$ cat src/hw/rtl/rtst_pkg.sv
// Shared types, constants and codes for the robust trend slope tracker.
package rtst_pkg;

    // Default history length, newest sample at index 0.
    localparam int HISTORY_DEPTH_DEF = 8;

    // Sample values are signed Q15.8, slopes are signed with 16 fractional bits.
    localparam int VALUE_W     = 24;
    localparam int DIFF_W      = VALUE_W + 1;
    localparam int FRAC_SHIFT  = 8;
    localparam int MAG_W       = VALUE_W + FRAC_SHIFT;
    localparam int SLOPE_W     = 34;
    localparam int COUNT_OUT_W = 4;

    // The divider retires this many quotient bits in each cycle.
    localparam int DIV_RADIX_BITS = 4;
    localparam int DIV_STEPS      = MAG_W / DIV_RADIX_BITS;
    localparam int DIV_STEP_W     = $clog2(DIV_STEPS + 1);

    // Request codes carried in req_type.
    localparam logic REQ_RESTART = 1'b0;
    localparam logic REQ_UPDATE  = 1'b1;

    // Which rule produced the slope.
    typedef enum logic [1:0] {
        RULE_FEW    = 2'd0,
        RULE_TWO    = 2'd1,
        RULE_CHANGE = 2'd2,
        RULE_RECENT = 2'd3
    } rtst_rule_t;

    typedef struct packed {
        logic                      req_type;
        logic                      sample_found;
        logic signed [VALUE_W-1:0] sample_value;
    } rtst_in_t;

    typedef struct packed {
        logic signed [SLOPE_W-1:0] slope;
        rtst_rule_t                slope_rule;
        logic [COUNT_OUT_W-1:0]    found_count;
    } rtst_out_t;

endpackage

$ cat src/hw/rtl/rtst_div.sv
// Multi-cycle signed divider for (diff * 256) / span, truncating toward zero.
module rtst_div #(
    parameter int DIST_W = $clog2(rtst_pkg::HISTORY_DEPTH_DEF)
) (
    input  logic                                clk,
    input  logic                                rst_n,
    input  logic                                start,
    input  logic signed [rtst_pkg::DIFF_W-1:0]  diff,
    input  logic        [DIST_W-1:0]            span,
    output logic                                done,
    output logic signed [rtst_pkg::SLOPE_W-1:0] quot
);

    localparam int MAG_W = rtst_pkg::MAG_W;

    logic                              busy_reg, busy_next;
    logic                              done_reg, done_next;
    logic [rtst_pkg::DIV_STEP_W-1:0]   step_reg, step_next;
    logic [MAG_W-1:0]                  work_reg, work_next;
    logic [DIST_W-1:0]                 rem_reg, rem_next;
    logic [DIST_W-1:0]                 dist_reg, dist_next;
    logic                              neg_reg, neg_next;

    logic [rtst_pkg::VALUE_W-1:0]      abs_diff;
    logic [MAG_W-1:0]                  w;
    logic [DIST_W-1:0]                 r;
    logic [DIST_W:0]                   t;

    // The difference of two samples never reaches 2^24 in magnitude.
    assign abs_diff = diff[rtst_pkg::DIFF_W-1] ? rtst_pkg::VALUE_W'(-diff)
                                               : rtst_pkg::VALUE_W'(diff);

    // Restoring division: the dividend shifts out of the top of work_reg while
    // the quotient bits shift in at the bottom.
    always_comb
    begin
        w = work_reg;
        r = rem_reg;
        t = '0;
        for (int k = 0; k < rtst_pkg::DIV_RADIX_BITS; k++)
        begin
            t = {r, w[MAG_W-1]};
            w = {w[MAG_W-2:0], 1'b0};
            if (t >= {1'b0, dist_reg})
            begin
                t    = t - {1'b0, dist_reg};
                w[0] = 1'b1;
            end
            r = t[DIST_W-1:0];
        end
    end

    always_comb
    begin
        busy_next = busy_reg;
        done_next = 1'b0;
        step_next = step_reg;
        work_next = work_reg;
        rem_next  = rem_reg;
        dist_next = dist_reg;
        neg_next  = neg_reg;
        if (start)
        begin
            busy_next = 1'b1;
            step_next = rtst_pkg::DIV_STEP_W'(rtst_pkg::DIV_STEPS);
            work_next = {abs_diff, rtst_pkg::FRAC_SHIFT'(0)};
            rem_next  = '0;
            dist_next = span;
            neg_next  = diff[rtst_pkg::DIFF_W-1];
        end
        else if (busy_reg)
        begin
            work_next = w;
            rem_next  = r;
            step_next = step_reg - 1'b1;
            if (step_reg == rtst_pkg::DIV_STEP_W'(1))
            begin
                busy_next = 1'b0;
                done_next = 1'b1;
            end
        end
    end

    always_ff @(posedge clk or negedge rst_n)
    begin
        if (!rst_n)
        begin
            busy_reg <= 1'b0;
            done_reg <= 1'b0;
            step_reg <= '0;
        end
        else
        begin
            busy_reg <= busy_next;
            done_reg <= done_next;
            step_reg <= step_next;
        end
    end

    always_ff @(posedge clk)
    begin
        work_reg <= work_next;
        rem_reg  <= rem_next;
        dist_reg <= dist_next;
        neg_reg  <= neg_next;
    end

    assign done = done_reg;
    assign quot = neg_reg ? -rtst_pkg::SLOPE_W'(work_reg) : rtst_pkg::SLOPE_W'(work_reg);

endmodule

$ cat src/hw/rtl/robust_trend_slope_tracker_core.sv
// Top level of the robust trend slope tracker: history, sequencer and result register.
// A restart item gives no result. An update scans the whole history, oldest first, and then
// decides. With two or more found samples it runs the trend division; with more than two it then
// walks the positions toward the newest found sample, with one division per intermediate found
// sample. Each update emits its result once the result register can take it.
// Reset (rst_n low, asynchronous) clears the history to zero and empties the result register.
module robust_trend_slope_tracker_core #(
    parameter int HISTORY_DEPTH = rtst_pkg::HISTORY_DEPTH_DEF
) (
    input  logic                clk,
    input  logic                rst_n,
    input  logic                item_valid,
    output logic                item_ready,
    input  rtst_pkg::rtst_in_t  item,
    output logic                result_valid,
    input  logic                result_ready,
    output rtst_pkg::rtst_out_t result
);

    localparam int IDX_W   = $clog2(HISTORY_DEPTH);
    localparam int CNT_RAW = $clog2(HISTORY_DEPTH + 1);
    localparam int CNT_W   = (CNT_RAW > rtst_pkg::COUNT_OUT_W) ? CNT_RAW : rtst_pkg::COUNT_OUT_W;
    localparam int VALUE_W = rtst_pkg::VALUE_W;
    localparam int SLOPE_W = rtst_pkg::SLOPE_W;

    // Sequencer states. SCAN walks the whole history once, oldest first, to
    // count found samples and find the oldest and newest of them. TREND waits
    // for the oldest-to-newest division. WALK and DEV visit the intermediate
    // found samples, oldest first, one division each.
    typedef enum logic [6:0] {
        ST_IDLE   = 7'b0000001,
        ST_SCAN   = 7'b0000010,
        ST_DECIDE = 7'b0000100,
        ST_TREND  = 7'b0001000,
        ST_WALK   = 7'b0010000,
        ST_DEV    = 7'b0100000,
        ST_EMIT   = 7'b1000000
    } rtst_state_t;

    rtst_state_t                 state_reg, state_next;

    // The history is a shift line; the sequencer reads it through one port.
    logic                        hist_found_reg [HISTORY_DEPTH];
    logic signed [VALUE_W-1:0]   hist_value_reg [HISTORY_DEPTH];

    logic [IDX_W-1:0]            idx_reg, idx_next;
    logic [CNT_W-1:0]            cnt_reg, cnt_next;
    logic [IDX_W-1:0]            oldest_idx_reg, oldest_idx_next;
    logic [IDX_W-1:0]            newest_idx_reg, newest_idx_next;
    logic signed [VALUE_W-1:0]   oldest_val_reg, oldest_val_next;
    logic signed [VALUE_W-1:0]   newest_val_reg, newest_val_next;
    logic signed [SLOPE_W-1:0]   trend_reg, trend_next;
    logic signed [SLOPE_W-1:0]   recent_reg, recent_next;
    logic                        ref_set_reg, ref_set_next;
    logic                        ref_neg_reg, ref_neg_next;
    logic signed [SLOPE_W-1:0]   emit_slope_reg, emit_slope_next;
    rtst_pkg::rtst_rule_t        emit_rule_reg, emit_rule_next;

    logic                        out_valid_reg, out_valid_next;
    rtst_pkg::rtst_out_t         out_reg, out_next;

    logic                        accept;
    logic                        out_free;
    logic                        rd_found;
    logic signed [VALUE_W-1:0]   rd_value;
    logic                        div_start;
    logic signed [rtst_pkg::DIFF_W-1:0] div_diff;
    logic [IDX_W-1:0]            div_dist;
    logic                        div_done;
    logic signed [SLOPE_W-1:0]   div_quot;
    logic                        dev_pos;
    logic                        dev_neg;

    assign item_ready = (state_reg == ST_IDLE);
    assign accept     = item_valid && item_ready;
    assign out_free   = !out_valid_reg || result_ready;

    assign rd_found = hist_found_reg[idx_reg];
    assign rd_value = hist_value_reg[idx_reg];

    // Sign of the deviation of the fresh slope from the trend.
    assign dev_pos = (div_quot > trend_reg);
    assign dev_neg = (div_quot < trend_reg);

    rtst_div #(
        .DIST_W (IDX_W)
    ) u_div (
        .clk   (clk),
        .rst_n (rst_n),
        .start (div_start),
        .diff  (div_diff),
        .span  (div_dist),
        .done  (div_done),
        .quot  (div_quot)
    );

    // History update: a restart empties it and keeps only the new sample,
    // an update shifts everything one place older and inserts at the front.
    always_ff @(posedge clk or negedge rst_n)
    begin
        if (!rst_n)
        begin
            for (int i = 0; i < HISTORY_DEPTH; i++)
            begin
                hist_found_reg[i] <= 1'b0;
                hist_value_reg[i] <= '0;
            end
        end
        else if (accept)
        begin
            for (int i = 1; i < HISTORY_DEPTH; i++)
            begin
                if (item.req_type == rtst_pkg::REQ_RESTART)
                begin
                    hist_found_reg[i] <= 1'b0;
                    hist_value_reg[i] <= '0;
                end
                else
                begin
                    hist_found_reg[i] <= hist_found_reg[i-1];
                    hist_value_reg[i] <= hist_value_reg[i-1];
                end
            end
            hist_found_reg[0] <= item.sample_found;
            hist_value_reg[0] <= item.sample_value;
        end
    end

    always_comb
    begin
        state_next      = state_reg;
        idx_next        = idx_reg;
        cnt_next        = cnt_reg;
        oldest_idx_next = oldest_idx_reg;
        newest_idx_next = newest_idx_reg;
        oldest_val_next = oldest_val_reg;
        newest_val_next = newest_val_reg;
        trend_next      = trend_reg;
        recent_next     = recent_reg;
        ref_set_next    = ref_set_reg;
        ref_neg_next    = ref_neg_reg;
        emit_slope_next = emit_slope_reg;
        emit_rule_next  = emit_rule_reg;
        out_valid_next  = out_valid_reg && !result_ready;
        out_next        = out_reg;
        div_start       = 1'b0;
        div_diff        = {newest_val_reg[VALUE_W-1], newest_val_reg}
                        - {oldest_val_reg[VALUE_W-1], oldest_val_reg};
        div_dist        = oldest_idx_reg - newest_idx_reg;

        unique case (state_reg)
            ST_IDLE:
            begin
                if (accept && item.req_type == rtst_pkg::REQ_UPDATE)
                begin
                    idx_next   = IDX_W'(HISTORY_DEPTH - 1);
                    cnt_next   = '0;
                    state_next = ST_SCAN;
                end
            end
            ST_SCAN:
            begin
                // The first found entry seen is the oldest; the last one the newest.
                if (rd_found)
                begin
                    if (cnt_reg == '0)
                    begin
                        oldest_idx_next = idx_reg;
                        oldest_val_next = rd_value;
                    end
                    newest_idx_next = idx_reg;
                    newest_val_next = rd_value;
                    cnt_next        = cnt_reg + 1'b1;
                end
                if (idx_reg == '0)
                begin
                    state_next = ST_DECIDE;
                end
                else
                begin
                    idx_next = idx_reg - 1'b1;
                end
            end
            ST_DECIDE:
            begin
                if (cnt_reg < CNT_W'(2))
                begin
                    emit_slope_next = '0;
                    emit_rule_next  = rtst_pkg::RULE_FEW;
                    state_next      = ST_EMIT;
                end
                else
                begin
                    div_start  = 1'b1;
                    state_next = ST_TREND;
                end
            end
            ST_TREND:
            begin
                if (div_done)
                begin
                    trend_next   = div_quot;
                    ref_set_next = 1'b0;
                    ref_neg_next = 1'b0;
                    if (cnt_reg == CNT_W'(2))
                    begin
                        emit_slope_next = div_quot;
                        emit_rule_next  = rtst_pkg::RULE_TWO;
                        state_next      = ST_EMIT;
                    end
                    else
                    begin
                        idx_next   = oldest_idx_reg - 1'b1;
                        state_next = ST_WALK;
                    end
                end
            end
            ST_WALK:
            begin
                div_diff = {newest_val_reg[VALUE_W-1], newest_val_reg}
                         - {rd_value[VALUE_W-1], rd_value};
                div_dist = idx_reg - newest_idx_reg;
                if (idx_reg == newest_idx_reg)
                begin
                    // Walk finished without a sign change.
                    emit_slope_next = recent_reg;
                    emit_rule_next  = rtst_pkg::RULE_RECENT;
                    state_next      = ST_EMIT;
                end
                else if (rd_found)
                begin
                    div_start  = 1'b1;
                    state_next = ST_DEV;
                end
                else
                begin
                    idx_next = idx_reg - 1'b1;
                end
            end
            ST_DEV:
            begin
                if (div_done)
                begin
                    if (ref_set_reg && ((ref_neg_reg && dev_pos) || (!ref_neg_reg && dev_neg)))
                    begin
                        emit_slope_next = trend_reg;
                        emit_rule_next  = rtst_pkg::RULE_CHANGE;
                        state_next      = ST_EMIT;
                    end
                    else
                    begin
                        // A zero deviation never sets the reference sign.
                        if (!ref_set_reg && (dev_pos || dev_neg))
                        begin
                            ref_set_next = 1'b1;
                            ref_neg_next = dev_neg;
                        end
                        recent_next = div_quot;
                        idx_next    = idx_reg - 1'b1;
                        state_next  = ST_WALK;
                    end
                end
            end
            ST_EMIT:
            begin
                if (out_free)
                begin
                    out_valid_next      = 1'b1;
                    out_next.slope      = emit_slope_reg;
                    out_next.slope_rule = emit_rule_reg;
                    out_next.found_count = (cnt_reg > CNT_W'(15)) ? rtst_pkg::COUNT_OUT_W'(15)
                                         : cnt_reg[rtst_pkg::COUNT_OUT_W-1:0];
                    state_next          = ST_IDLE;
                end
            end
            default:
            begin
                state_next = ST_IDLE;
            end
        endcase
    end

    always_ff @(posedge clk or negedge rst_n)
    begin
        if (!rst_n)
        begin
            state_reg     <= ST_IDLE;
            out_valid_reg <= 1'b0;
            idx_reg       <= '0;
            cnt_reg       <= '0;
            ref_set_reg   <= 1'b0;
            ref_neg_reg   <= 1'b0;
        end
        else
        begin
            state_reg     <= state_next;
            out_valid_reg <= out_valid_next;
            idx_reg       <= idx_next;
            cnt_reg       <= cnt_next;
            ref_set_reg   <= ref_set_next;
            ref_neg_reg   <= ref_neg_next;
        end
    end

    always_ff @(posedge clk)
    begin
        oldest_idx_reg <= oldest_idx_next;
        newest_idx_reg <= newest_idx_next;
        oldest_val_reg <= oldest_val_next;
        newest_val_reg <= newest_val_next;
        trend_reg      <= trend_next;
        recent_reg     <= recent_next;
        emit_slope_reg <= emit_slope_next;
        emit_rule_reg  <= emit_rule_next;
        out_reg        <= out_next;
    end

    assign result_valid = out_valid_reg;
    assign result       = out_reg;

    // A result that claims too few samples always carries a zero slope.
    a_few_zero: assert property (@(posedge clk) disable iff (!rst_n)
        result_valid && result.slope_rule == rtst_pkg::RULE_FEW |-> result.slope == '0)
        else $error("too-few-samples result with nonzero slope");

    // Any slope rule other than too few samples needs at least two found samples.
    a_rule_count: assert property (@(posedge clk) disable iff (!rst_n)
        result_valid && result.slope_rule != rtst_pkg::RULE_FEW |-> result.found_count >= 2)
        else $error("slope rule with fewer than two found samples");

    // The divider only finishes while the sequencer waits for it.
    a_div_owner: assert property (@(posedge clk) disable iff (!rst_n)
        div_done |-> state_reg == ST_TREND || state_reg == ST_DEV)
        else $error("divider finished outside a waiting state");

    // A restart item returns the block to idle at once.
    a_restart_idle: assert property (@(posedge clk) disable iff (!rst_n)
        accept && item.req_type == rtst_pkg::REQ_RESTART |=> state_reg == ST_IDLE)
        else $error("restart item did not leave the block idle");

    // A sign-change result means the walk saw a reference sign first.
    a_change_ref: assert property (@(posedge clk) disable iff (!rst_n)
        state_reg == ST_EMIT && emit_rule_reg == rtst_pkg::RULE_CHANGE |-> ref_set_reg)
        else $error("sign change reported without a reference sign");

endmodule
$ cat config.mk
export PLATFORM = sky130hd
export DESIGN_NAME = robust_trend_slope_tracker_core
export DESIGN_NICKNAME = d
export VERILOG_FILES = /design/src/hw/rtl/rtst_pkg.sv /design/src/hw/rtl/rtst_div.sv /design/src/hw/rtl/robust_trend_slope_tracker_core.sv
export SDC_FILE = /design/constraint.sdc
export NUM_CORES = 1
export LEC_CHECK = 0
export BUFFER_PORTS_ARGS = -buffer_cell sky130_fd_sc_hd__clkbuf_2
export CAP_MARGIN = 20
export CELL_PAD_IN_SITES_DETAIL_PLACEMENT = 1
export CELL_PAD_IN_SITES_GLOBAL_PLACEMENT = 1
export CORE_MARGIN = 2
export CORE_UTILIZATION = 38
export CTS_CLUSTER_DIAMETER = 60
export DETAILED_ROUTE_END_ITERATION = 10
export PLACE_DENSITY_LB_ADDON = 0.1
export SLEW_MARGIN = 20
export SYNTH_ARGS = -nofsm -noshare
export SYNTH_HDL_FRONTEND = slang
export SYNTH_SLANG_ARGS = --single-unit
export TNS_END_PERCENT = 50
$ cat constraint.sdc
create_clock -name clk -period 14.18 [get_ports clk]
set_input_delay 1.418 -clock clk [delete_from_list [all_inputs] [get_ports clk]]
set_output_delay 1.418 -clock clk [all_outputs]
set_load 0.005 [all_outputs]
==> metrics.md <==
| Metric | Value |
|---|---|
| Clock share of power | `33.9%` |
| Sequential Power Share | `44.1%` |
| Worst Reg-to-Reg Cells | `17` |
| Vias in the first global route | `17765` |
| DR WL/cell | `19.4 µm` |
| RSZ-0062 raised after global routing | `false` |
| Clock sinks | `460` |
| IO Count | `72` |
| Required time of the critical path | `14470 ps` |
| Setup TNS | `0 ps` |
| Area delta synth->final | `12.6%` |
| Crit share post-route | `43.1%` |
| Post-CTS setup buffers | `0` |
| Ys Warns | `0` |
| Initial Util | `38.4%` |
| Total track usage | `19.3%` |
| Psw | `0.00133 W` |
| Peak fanout along the critical path | `24` |
| Final HPWL DP | `39800 µm` |
| Hold Path Class | `reg -> reg` |
| Synth Flop Type | `edfxtp_1` |
| Pint | `0.00282 W` |
| Diode count | `0` |
| Vias | `16453` |
| Finish-stage setup viols | `0` |
| Max Fclk | `163 MHz` |
| Grt total ovfl | `0` |
| Clock root buffer | `clkbuf_16` |
| FP Rows | `90` |
| Static Leak | `11.7 nW` |
| Comb power frac | `22.0%` |
| Least-Margin Pin Slew | `1020 ps` |
| GPL Wtd Cong | `0.793` |
| Setup Skew | `15.1 ps` |
| Initial antenna violation count | `0` |
| Crit path cell chain | `or4_4 -> or3_4 -> or2_4 -> nand2b_4 -> or4_4 -> o41ai_4 -> xnor2_1 -> ha_1 -> nand4_1 -> nor3_1 -> nor3b_1 -> a2111oi_0 -> a32oi_1 -> mux2i_1 -> a21oi_1 -> nor2_4 -> buf_12` |
| CTS tree | `done` |
| Post-Synthesis Net Count | `2336` |
| Hold Buf Count CTS | `0` |
| Die ar. | `0.0628 mm²` |
| Min Tclk post-route | `6120 ps` |
| IO Port Bufs | `71` |
| RR Startpoint | `u_div.work_reg[6]` |
| First-pass GRT wire length | `97800 µm` |
| Die Wd | `251 µm` |
| Fin. max-slew vios | `0` |
| Top cell by count, worst path | `or4_4` |
| Status | `complete, no violations` |
| Most common cell in the synthesized netlist | `nand2_1` |
| Core box area | `0.0602 mm²` |
| Worst R2R End | `emit_slope_reg[23]` |
| Rel. slew slack | `32.2%` |
| Share of layout cells above drive strength 1 | `11.8%` |
| Setup slack, reg-to-reg | `8060 ps` |
| CP arrival | `6410 ps` |
| Total CTS buffers | `53` |
| Asr flop ratio synth | `48.5%` |
| Drt total wl | `59400 µm` |
| # DRC | `0` |
| Clk pin slew, worst setup/hold paths | `60 ps` |
| Final Hold Fails | `0` |
| Placed insts | `2963` |
| Power Density | `159 mW/mm²` |
| Chip Height | `251 µm` |
| Worst hold endpoint | `result[29]` |
| Vias/cell | `5.38` |
| FF+latch count, synth | `460` |
| Clock tree buffer depth | `3` |
| Yosys cell types | `82` |
| Largest delay share family, worst path | `simple AND/OR/NAND/NOR gates` |
| Critical setup path kind | `reg -> reg` |
| CP bufs+invs | `1` |
| Critical Path End Type | `register` |
| Post-synth top cells | `nand2_1, edfxtp_1, dfrtp_1, nand3_1, clkbuf_1` |
| Largest net degree at the start of global routing | `95` |
| Synth area leader | `edfxtp_1` |
| Pwr Total | `0.00415 W` |
| Hold path depth | `0` |
| Share of the synthesized area in the top cell type | `29.4%` |
| Gate Count Post-Synth | `2217` |
| H-tree levels | `2` |
| Critical Path Max Stage Delay | `580 ps` |
| Synth area leaders | `edfxtp_1, dfrtp_1, nand2_1` |
| Kind of start point of the critical path | `register` |
| Mean Syn Cell Area | `10.4 µm²` |
| Net Sw Frac | `32.1%` |
| Seq/Total Area, Yosys | `54.5%` |
| Fillers | `6596` |
| Antenna-violating nets left | `0` |
| Min-Delay Startpoint | `emit_slope_reg[23]` |
| Max reg flops | `192` |
| Mapped cell area | `0.0231 mm²` |
| Clock Latency Late Sink | `590 ps` |
| Max IR drop VDD | `0.000123 V` |
| Max capacitance violation total | `0` |
| PostCTS Resize Cnt | `0` |
| Final Non-Filler Cells | `3061` |
| Post-synth EDFFs | `226` |
| Final Net Count | `2357` |
| Pre-Repair DR Iteration Count | `5` |
| DRT iter0 DRCs | `840` |
| Worst path slowest cell | `a32oi_1` |
[worst reg2reg max path, cell delays in order, from the launching register on]
cell	delay, ps
dfxtp_1	380
or4_4	540
or3_4	400
or2_4	270
nand2b_4	140
or4_4	480
o41ai_4	310
xnor2_1	170
ha_1	340
nand4_1	140
nor3_1	260
nor3b_1	280
a2111oi_0	140
a32oi_1	580
mux2i_1	440
a21oi_1	190
nor2_4	450
buf_12	260
[worst max-delay path by stage]
stage / startpoint / endpoint / cells past startpoint
3_3_place_gp: u_div.work_reg[9] / emit_slope_reg[18] / 16
2_1_floorplan: u_div.work_reg[9] / recent_reg[0] / 15
4_1_cts: u_div.work_reg[9] / emit_slope_reg[23] / 16
5_1_grt: state_reg[2] / u_div.work_reg[30] / 18
6_report: u_div.work_reg[6] / emit_slope_reg[23] / 17
3_5_place_dp: u_div.work_reg[6] / emit_slope_reg[19] / 16
[logic make-up (layout without fill, tap and decap cells)]
group / count (synthesis) / after routing / share of synthesized area (%)
flip-flops: 460 / 460 / 54.5
AO/OA/AOI/OAI: 304 / 304 / 8.70
adder cells (fa/ha/maj): 89 / 89 / 5.05
XOR/XNOR: 74 / 74 / 2.80
AND/OR/NAND/NOR: 989 / 989 / 18.8
buffers and inverters: 206 / 268 / 3.35
multiplexers: 95 / 95 / 6.84
[per-layer routing]
layer  track usage [%]  part of all wire, %  vias up
met5                 0                    0        -
met1              24.6                   44     8345
met3              2.22                  2.4       67
met4              4.91                  1.9        0
li1                  -                    -     7870
met2              34.7                   51      171
[stage by stage]
| stage | util, % | area [µm²] | setup slack (ps) | hold slack (ps) |
|---|---|---|---|---|
| floorplan | - | 23100 | 7960 | 400 |
| global placement | 40.2 | 24200 | 7890 | 400 |
| detailed placement | 40.2 | 24200 | 7740 | 406 |
| CTS | 43.2 | 26000 | 7710 | 420 |
| global route | 43.2 | 26000 | 7540 | 426 |
| finish | 43.2 | 26000 | 8060 | 418 |
[power groups by stage]
stage / Clock [W] / Combinational (W) / Sequential [W]
global route: 0.00150 / 0.00104 / 0.00186
finish: 0.00141 / 0.000914 / 0.00183
detailed placement: 0 / 0.000929 / 0.00186
global placement: 0 / 0.000897 / 0.00185
floorplan: 0 / 0.000720 / 0.00176
CTS: 0.00145 / 0.000933 / 0.00183
[placed cells by master (no fill, tap or decap), types with 7 or more instances in the layout]
master	n
a211oi_1	7
or3_1	7
dfrtp_1	220
xor2_1	24
mux2i_1	41
fa_1	7
and3_1	7
clkbuf_2	69
dfxtp_1	11
clkbuf_16	53
nand3_1	202
clkinv_2	8
o31ai_1	12
o21ai_0	60
ha_1	82
a22oi_1	20
clkbuf_8	14
a31oi_1	12
nand2b_1	8
nor3_1	14
inv_1	74
buf_4	24
nor2_1	52
xnor2_1	50
mux4_2	50
nand2_1	618
o21a_1	10
nand4_1	19
edfxtp_1	226
a21o_1	40
a21oi_1	82
[area by class of cell]
| type | count | area (µm²) | area share (%) |
|---|---|---|---|
| Multi-Input combinational cell | 1551 | 9800 | 37.7 |
| Timing Repair Buffer | 96 | 566 | 2.17 |
| Sequential cell | 460 | 12600 | 48.4 |
| Tap cell | 782 | 978 | 3.76 |
| Clock inverter | 23 | 260 | 1.00 |
| Clock buffer | 73 | 1540 | 5.92 |
| Inverter | 76 | 285 | 1.10 |
Power figures use the tool's default switching activity.
